`src/rtl/first_fit_block_allocator_defines.svh`:
```
// Assertion macros shared by the allocator files.
`ifndef FIRST_FIT_BLOCK_ALLOCATOR_DEFINES_SVH
`define FIRST_FIT_BLOCK_ALLOCATOR_DEFINES_SVH

// Same-cycle implication, checked at every rising edge outside reset.
`define FFBA_ASSERT_SAME(label, clk, rst_n, ante, cons, msg) \
  label: assert property (@(posedge clk) disable iff (!rst_n) (ante) |-> (cons)) \
    else $error(msg);

// Next-cycle implication, checked at every rising edge outside reset.
`define FFBA_ASSERT_NEXT(label, clk, rst_n, ante, cons, msg) \
  label: assert property (@(posedge clk) disable iff (!rst_n) (ante) |=> (cons)) \
    else $error(msg);

`endif

```
`src/rtl/ffba_pkg.sv`:
```
package ffba_pkg;

  localparam int MAX_BLOCKS_DEF   = 16;
  localparam int SIZE_BITS_DEF    = 16;
  localparam int INDEX_W          = 4;
  localparam int VALUE_W          = 16;
  localparam int STATUS_W         = 2;
  localparam int NUM_BLOCKS_W     = 5;

  localparam logic [NUM_BLOCKS_W-1:0] NUM_BLOCKS_RESET = 5'd16;

  localparam logic OP_LOAD    = 1'b0;
  localparam logic OP_REQUEST = 1'b1;

  localparam logic [STATUS_W-1:0] ST_LOADED        = 2'd0;
  localparam logic [STATUS_W-1:0] ST_ALLOCATED     = 2'd1;
  localparam logic [STATUS_W-1:0] ST_NOT_ALLOCATED = 2'd2;
  localparam logic [STATUS_W-1:0] ST_UNUSED        = 2'd3;

  // One request as it travels along the chain of cells.
  typedef struct packed {
    logic               valid;
    logic               op;
    logic [INDEX_W-1:0] blk_idx;
    logic [VALUE_W-1:0] size;
    logic               granted;
    logic [INDEX_W-1:0] grant_idx;
  } ffba_token_t;

endpackage

```
`src/rtl/first_fit_block_allocator.sv`:
```
// Channel   Direction  Handshake                 Payload
// request   in         in_valid_i / in_ready_o   operation_i, block_index_i, size_value_i
// result    out        out_valid_o / out_ready_i status_o, granted_block_o
// config    in         cfg_we_i (no wait)        cfg_wdata_i (num_blocks)
//
// Throughput is one request per cycle while the chain is not stalled. A request is captured by
// the first cell at the accepting edge, then passes through each later cell register and the
// output register before the result is valid.
// Reset (rst_ni low, asynchronous) clears every block size to zero, empties the chain
// and sets num_blocks to 16.
// A result that is not taken stalls the whole chain; in_ready_o drops in the same cycle.
`include "first_fit_block_allocator_defines.svh"

module first_fit_block_allocator #(
  parameter int MaxBlocks = ffba_pkg::MAX_BLOCKS_DEF,
  parameter int SizeBits  = ffba_pkg::SIZE_BITS_DEF
) (
  input  logic                           clk_i,
  input  logic                           rst_ni,
  input  logic                           cfg_we_i,
  input  logic [ffba_pkg::NUM_BLOCKS_W-1:0] cfg_wdata_i,
  input  logic                           in_valid_i,
  output logic                           in_ready_o,
  input  logic                           operation_i,
  input  logic [ffba_pkg::INDEX_W-1:0]   block_index_i,
  input  logic [ffba_pkg::VALUE_W-1:0]   size_value_i,
  output logic                           out_valid_o,
  input  logic                           out_ready_i,
  output logic [ffba_pkg::STATUS_W-1:0]  status_o,
  output logic [ffba_pkg::INDEX_W-1:0]   granted_block_o
);
  import ffba_pkg::*;

  // Each cell owns one block's remaining size. Requests walk the chain in order,
  // one cell per cycle when not stalled, so a request always meets each cell after every older
  // request has already updated it: first-fit order is kept with no hazard check.

  logic [NUM_BLOCKS_W-1:0] num_blocks_q;
  logic                    adv;
  ffba_token_t             tok_in;
  ffba_token_t             chain [MaxBlocks+1];
  ffba_token_t             tok_last;

  logic                    out_valid_q;
  logic [STATUS_W-1:0]     status_q, status_d;
  logic [INDEX_W-1:0]      granted_q, granted_d;

  // The whole chain moves together whenever the output register can take a result.
  assign adv        = !out_valid_q || out_ready_i;
  assign in_ready_o = adv;

  // The user must write configuration only while the chain is empty; the block does not enforce this.
  always_ff @(posedge clk_i or negedge rst_ni) begin
    if (!rst_ni) begin
      num_blocks_q <= NUM_BLOCKS_RESET;
    end else if (cfg_we_i) begin
      num_blocks_q <= cfg_wdata_i;
    end
  end

  always_comb begin
    tok_in           = '0;
    tok_in.valid     = in_valid_i;
    tok_in.op        = operation_i;
    tok_in.blk_idx   = block_index_i;
    tok_in.size      = size_value_i;
    tok_in.granted   = 1'b0;
    tok_in.grant_idx = '0;
  end

  assign chain[0] = tok_in;

  for (genvar k = 0; k < MaxBlocks; k++) begin : g_cell
    logic active;
    // Only the first num_blocks cells take part in the search.
    assign active = 32'(num_blocks_q) > 32'(k);

    ffba_cell #(
      .CellIdx (k),
      .SizeBits(SizeBits)
    ) u_cell (
      .clk_i   (clk_i),
      .rst_ni  (rst_ni),
      .adv_i   (adv),
      .active_i(active),
      .tok_i   (chain[k]),
      .tok_o   (chain[k+1])
    );
  end

  assign tok_last = chain[MaxBlocks];

  // Turn the token leaving the last cell into a result.
  always_comb begin
    granted_d = '0;
    if (tok_last.op == OP_LOAD) begin
      status_d = ST_LOADED;
    end else if (tok_last.granted) begin
      status_d  = ST_ALLOCATED;
      granted_d = tok_last.grant_idx;
    end else begin
      status_d = ST_NOT_ALLOCATED;
    end
  end

  always_ff @(posedge clk_i or negedge rst_ni) begin
    if (!rst_ni) begin
      out_valid_q <= 1'b0;
    end else if (adv) begin
      out_valid_q <= tok_last.valid;
    end
  end

  always_ff @(posedge clk_i) begin
    if (adv) begin
      status_q  <= status_d;
      granted_q <= granted_d;
    end
  end

  assign out_valid_o     = out_valid_q;
  assign status_o        = status_q;
  assign granted_block_o = granted_q;

  `FFBA_ASSERT_SAME(a_status_code, clk_i, rst_ni, out_valid_o, status_o != ST_UNUSED,
                    "result carries an unused status code")
  `FFBA_ASSERT_SAME(a_load_grant_zero, clk_i, rst_ni,
                    out_valid_o && (status_o != ST_ALLOCATED), granted_block_o == '0,
                    "non-allocated result carries a block index")
  `FFBA_ASSERT_SAME(a_grant_in_range, clk_i, rst_ni,
                    out_valid_o && (status_o == ST_ALLOCATED),
                    32'(granted_block_o) < 32'(num_blocks_q),
                    "granted block lies outside the searched range")

endmodule

```
`src/rtl/ffba_cell.sv`:
```
`include "first_fit_block_allocator_defines.svh"

module ffba_cell #(
  parameter int CellIdx  = 0,
  parameter int SizeBits = 16
) (
  input  logic                 clk_i,
  input  logic                 rst_ni,
  input  logic                 adv_i,
  input  logic                 active_i,
  input  ffba_pkg::ffba_token_t tok_i,
  output ffba_pkg::ffba_token_t tok_o
);
  import ffba_pkg::*;

  logic [SizeBits-1:0] rem_q, rem_d;
  logic [SizeBits-1:0] in_size;
  ffba_token_t         tok_q, tok_d;

  // Loads address this cell by index; a request is granted here when no
  // earlier cell took it, the cell is active and the remaining size covers it.
  always_comb begin
    tok_d   = tok_i;
    rem_d   = rem_q;
    in_size = SizeBits'(tok_i.size);
    if (tok_i.valid) begin
      if (tok_i.op == OP_LOAD) begin
        if (32'(tok_i.blk_idx) == 32'(CellIdx)) begin
          rem_d = in_size;
        end
      end else if (!tok_i.granted && active_i && (rem_q >= in_size)) begin
        rem_d           = rem_q - in_size;
        tok_d.granted   = 1'b1;
        tok_d.grant_idx = INDEX_W'(CellIdx);
      end
    end
  end

  always_ff @(posedge clk_i or negedge rst_ni) begin
    if (!rst_ni) begin
      rem_q <= '0;
      tok_q <= '0;
    end else if (adv_i) begin
      rem_q <= rem_d;
      tok_q <= tok_d;
    end
  end

  assign tok_o = tok_q;

  `FFBA_ASSERT_NEXT(a_stall_holds_rem, clk_i, rst_ni, !adv_i, $stable(rem_q),
                    "cell size changed during a stall")
  `FFBA_ASSERT_NEXT(a_stall_holds_tok, clk_i, rst_ni, !adv_i, $stable(tok_q),
                    "cell token changed during a stall")
  `FFBA_ASSERT_NEXT(a_grant_kept, clk_i, rst_ni,
                    adv_i && tok_i.valid && tok_i.granted,
                    tok_q.granted && (tok_q.grant_idx == $past(tok_i.grant_idx))
                    && ($past(rem_q) == rem_q),
                    "an earlier grant was altered by a later cell")

endmodule
```
`config.mk`:
```
export PLATFORM = sky130hd
export DESIGN_NAME = first_fit_block_allocator
export DESIGN_NICKNAME = d
export VERILOG_FILES = /design/src/rtl/ffba_pkg.sv /design/src/rtl/first_fit_block_allocator.sv /design/src/rtl/ffba_cell.sv
export VERILOG_INCLUDE_DIRS = /design/src /design/src/rtl
export SDC_FILE = /design/constraint.sdc
export NUM_CORES = 2
export LEC_CHECK = 0
export ABC_AREA = 1
export BUFFER_PORTS_ARGS = -buffer_cell sky130_fd_sc_hd__buf_4
export CELL_PAD_IN_SITES_DETAIL_PLACEMENT = 0
export CELL_PAD_IN_SITES_GLOBAL_PLACEMENT = 1
export CORE_MARGIN = 10
export CORE_UTILIZATION = 52
export CTS_BUF_LIST = sky130_fd_sc_hd__clkbuf_8
export DETAILED_ROUTE_END_ITERATION = 6
export HOLD_SLACK_MARGIN = 0.05
export PLACE_DENSITY_LB_ADDON = 0.05
export SLEW_MARGIN = 20
export SYNTH_ARGS = -nofsm -noshare
export SYNTH_HDL_FRONTEND = slang
export SYNTH_SLANG_ARGS = --single-unit
```
`constraint.sdc`:
```
create_clock -name clk_i -period 3.9 [get_ports clk_i]
set_clock_uncertainty 0.15 [all_clocks]
set_input_delay 0.585 -clock clk_i [delete_from_list [all_inputs] [get_ports clk_i]]
set_output_delay 0.585 -clock clk_i [all_outputs]
set_load 0.03 [all_outputs]
```
==> results.py <==
metrics = {
    "run_status": {
        "status": "complete, no violations",
    },
    "pwr": {
        "total_power_w": 0.0467,
        "power_density_nw_per_um2": 955,
        "vdd_ir_max_uv": 404,
        "power.static_leakage_nw": 27.5,
    },
    "placed_design": {
        "place.detailed.instances": 7660,
        "placement.io_buffers": 38,
        "routabilityCongestion": 0.922,
        "detailedPlacementHpwl_um": 96300,
        "placedInstanceArea_um2": 46100,
    },
    "cts": {
        "cts_tree": "built",
        "cts.sink_count": 665,
        "worstSkewPairLatency_ps": 770,
        "clock-root-buffer": "clkbuf_8",
        "ctsResizeCount": 0,
        "number_of_cts_inserted_buffers": 117,
        "h-tree-depth": 3,
        "clock_tree.buffer_depth": 3,
        "clkTransAtPathRegs_ps": 60,
    },
    "flow_run": {
        "maxcap_violations": 0,
    },
    "routing": {
        "drtIter0Drc": 3406,
        "wire_per_inst_um": 16.3,
        "dr_total_vias": 41617,
        "detail_route.drc_violations": 0,
        "drt-total-wl_um": 129000,
        "detail-route-antenna-nets": 0,
        "drt_pre_antenna_iters": 6,
        "route.detailed.vias_per_inst": 5.26,
    },
    "setup_path": {
        "timing.reg2reg.worst_path_depth": 14,
        "start_kind": "flip-flop",
        "worst_r2r_startpoint": "g_cell[6].u_cell.tok_o[5]",
        "cp_max_fo": 207,
        "r2r_setup_slack_ps": 780,
        "critPathLaunch": "out_valid_o",
        "worst-endpoint-required_ps": 3160,
        "setup.worst_path.end": "in_ready_o",
        "timing.critical_path.to_type": "output port",
        "timing.critical_path.arrival_ps": 2590,
        "critical_path_class": "reg -> out",
        "worstReg2RegEnd": "g_cell[7].u_cell.rem_q[10]",
    },
    "cells_and_area": {
        "synthToLayoutAreaGrowth_pct": 9.44,
        "post_layout_nonfiller_instances": 7911,
        "summed_area_of_non_filler_cells_in_the_final_layout_um2": 48900,
        "nNetsFinal": 6967,
        "final_layout_size_suffix_gt1_share_pct": 5.51,
    },
    "grt": {
        "via_count_of_the_first_global_routing_pass": 39881,
        "grt_start_max_net_pins": 208,
        "grt_util_all_layers_pct": 26.2,
        "overflow": 0,
        "antenna_found_initial": 1,
        "global_route_wire_length_before_repair_um": 212000,
    },
    "timing": {
        "finalSetupViolations": 0,
        "timing.slew.headroom_pct": 41.8,
        "sum_of_negative_setup_slack_ps": 0,
        "finalHoldWorstSlack_ps": 273,
        "hold_viol_final": 0,
        "post-route-period-util_pct": 85.2,
        "slew_violations": 0,
        "final.min_clock_period_ps": 3320,
        "timing.fmax_ghz": 0.301,
        "worst_pin_slew_ps": 873,
        "unrepaired_setup_endpoints_after_global_routing": "false",
    },
    "synthesis": {
        "ys_types": 47,
        "synthesis.area_um2": 44700,
        "synth-seq-area-share_pct": 37.3,
        "synth_area_per_cell_um2": 6.76,
        "ys_ff_latch": 665,
        "synth-edff-count": 6,
        "netlist.area_leader.share_pct": 36.9,
        "most_common_cell_in_the_netlist": "nand2_1",
        "number_of_nets_produced_by_synthesis": 6906,
        "yosys-top-cells-area": "dfrtp_1 (37%), nand2_1 (21%), inv_1 (7.7%), ha_1 (7.2%), nand3_1 (6.5%)",
        "post-synth-top-area-cell": "dfrtp_1",
        "yosys_most_used_dff": "dfrtp_1",
        "synthesis.yosys.warnings": 0,
        "synth_async_sr_flop_share_pct": 99.1,
        "netlist_top_cells_count": "nand2_1 (2520), inv_1 (918), dfrtp_1 (658)",
        "post_synth_inst_count": 6603,
    },
    "die": {
        "total_die_area_um2": 98000,
        "floorplan.io_pins": 39,
        "effective_utilization_at_floorplan_pct": 52.5,
        "floorplan.rows": 107,
        "die-height_um": 313,
        "core_um2": 85100,
        "floorplan.die.width_um": 313,
    },
    "hold_path": {
        "class_of_the_tightest_hold_or_removal_check": "in -> reg",
    },
}
-- flip-flops by register name (all words and copies together), names as in the netlist --
name / cells
g_cell.u_cell.tok_o: 397
g_cell.u_cell.rem_q: 256
num_blocks_q: 5
granted_block_o: 4
status_o: 2
out_valid_o: 1
-- layout by cell type (no fill, tap or decap), drive strengths merged --
| cell | n |
|---|---|
| bufinv | 5 |
| clkinvlp | 4 |
| xor2 | 48 |
| o21bai | 18 |
| nand2 | 2570 |
| o22ai | 8 |
| nor3 | 71 |
| clkinv | 20 |
| diode | 1 |
| nor2 | 330 |
| a211oi | 1 |
| dfrtp | 658 |
| dlygate4sd3 | 29 |
| buf | 102 |
| a22oi | 9 |
| nand4 | 68 |
| o21ai | 483 |
| a21o | 3 |
| edfxtp | 6 |
| nand3 | 584 |
| xnor2 | 5 |
| fa | 16 |
| inv | 971 |
| a31oi | 25 |
| ha | 256 |
| o211ai | 4 |
| clkbuf | 144 |
| a21oi | 236 |
| dfstp | 1 |
| nand3b | 54 |
| nor4 | 6 |
| and2 | 20 |
| or2 | 11 |
-- area by class of cell --
| cell class | count | area, um2 |
|---|---|---|
| flip-flops and latches | 665 | 16700 |
| multi-input cells | 4826 | 23600 |
| diodes | 1 | 2.50 |
| fillers | 8596 | 36300 |
| clock buffers | 144 | 1980 |
| clock inverters | 77 | 488 |
| repair buffers | 131 | 1190 |
| inverters | 923 | 3470 |
| well taps | 1144 | 1430 |
-- power by group --
group          leakage (nW)  switching [W]  internal, W
sequential             8.54        0.00243      0.00971
combinational          17.5         0.0183      0.00939
clock                  1.44        0.00312      0.00367
-- worst min-delay path by stage --
stage / start / to / slack [ps] / cells past startpoint
after floorplan: rst_ni / g_cell[0].u_cell.rem_q[0] / 140 / 0
after global placement: g_cell[15].u_cell.rem_q[0] / g_cell[15].u_cell.rem_q[0] / 300 / 2
after detailed placement: g_cell[14].u_cell.rem_q[0] / g_cell[14].u_cell.rem_q[0] / 310 / 2
after CTS: out_ready_i / g_cell[0].u_cell.tok_o[26] / 220 / 4
after global routing: out_ready_i / g_cell[0].u_cell.tok_o[24] / 260 / 4
final: out_ready_i / g_cell[0].u_cell.tok_o[4] / 270 / 3
-- per-stage QoR --
step / worst slack [ps] / utilization (%)
2_1_floorplan: 1470 / -
3_3_place_gp: 933 / 54.2
3_5_place_dp: 888 / 54.2
4_1_cts: 555 / 57.4
5_1_grt: 470 / 57.4
6_report: 577 / 57.4
-- worst max-delay path, stage by stage (launching register included) --
cell,delay [ps]
dfrtp_1,430
inv_1,90
or2_4,270
buf_12,590
buf_4,290
-- logic make-up (layout without fill, tap and decap cells) --
logic type                 after synthesis  count (layout)  synth area share (%)
AOI/OAI and AO/OA                      787             787                  9.24
xor gates and xnor gates                53              53                  1.04
adders and majority gates              272             272                  7.89
buffers and inverters                 1112            1275                  9.73
DFF                                    665             665                  37.3
other                                    0               1                     0
and+or+nand+nor                       3714            3714                  34.8
-- metal layers --
| layer | GRT usage (%) | vias to the layer above | share of wire [%] |
|---|---|---|---|
| met2 | 41.6 | 978 | 45 |
| met1 | 37.2 | 19385 | 48 |
| met4 | 7.32 | 0 | 2.6 |
| met3 | 3.48 | 188 | 4.9 |
| met5 | 0 | - | 0 |
| li1 | - | 21066 | - |
-- repair_timing --
item,CTS,global route
setup buffers,0,0
hold buffers,29,0
hold endpoints to repair,105,0
endpoints found under the setup margin,0,0
Note: power is estimated with default switching activity, not from simulation.
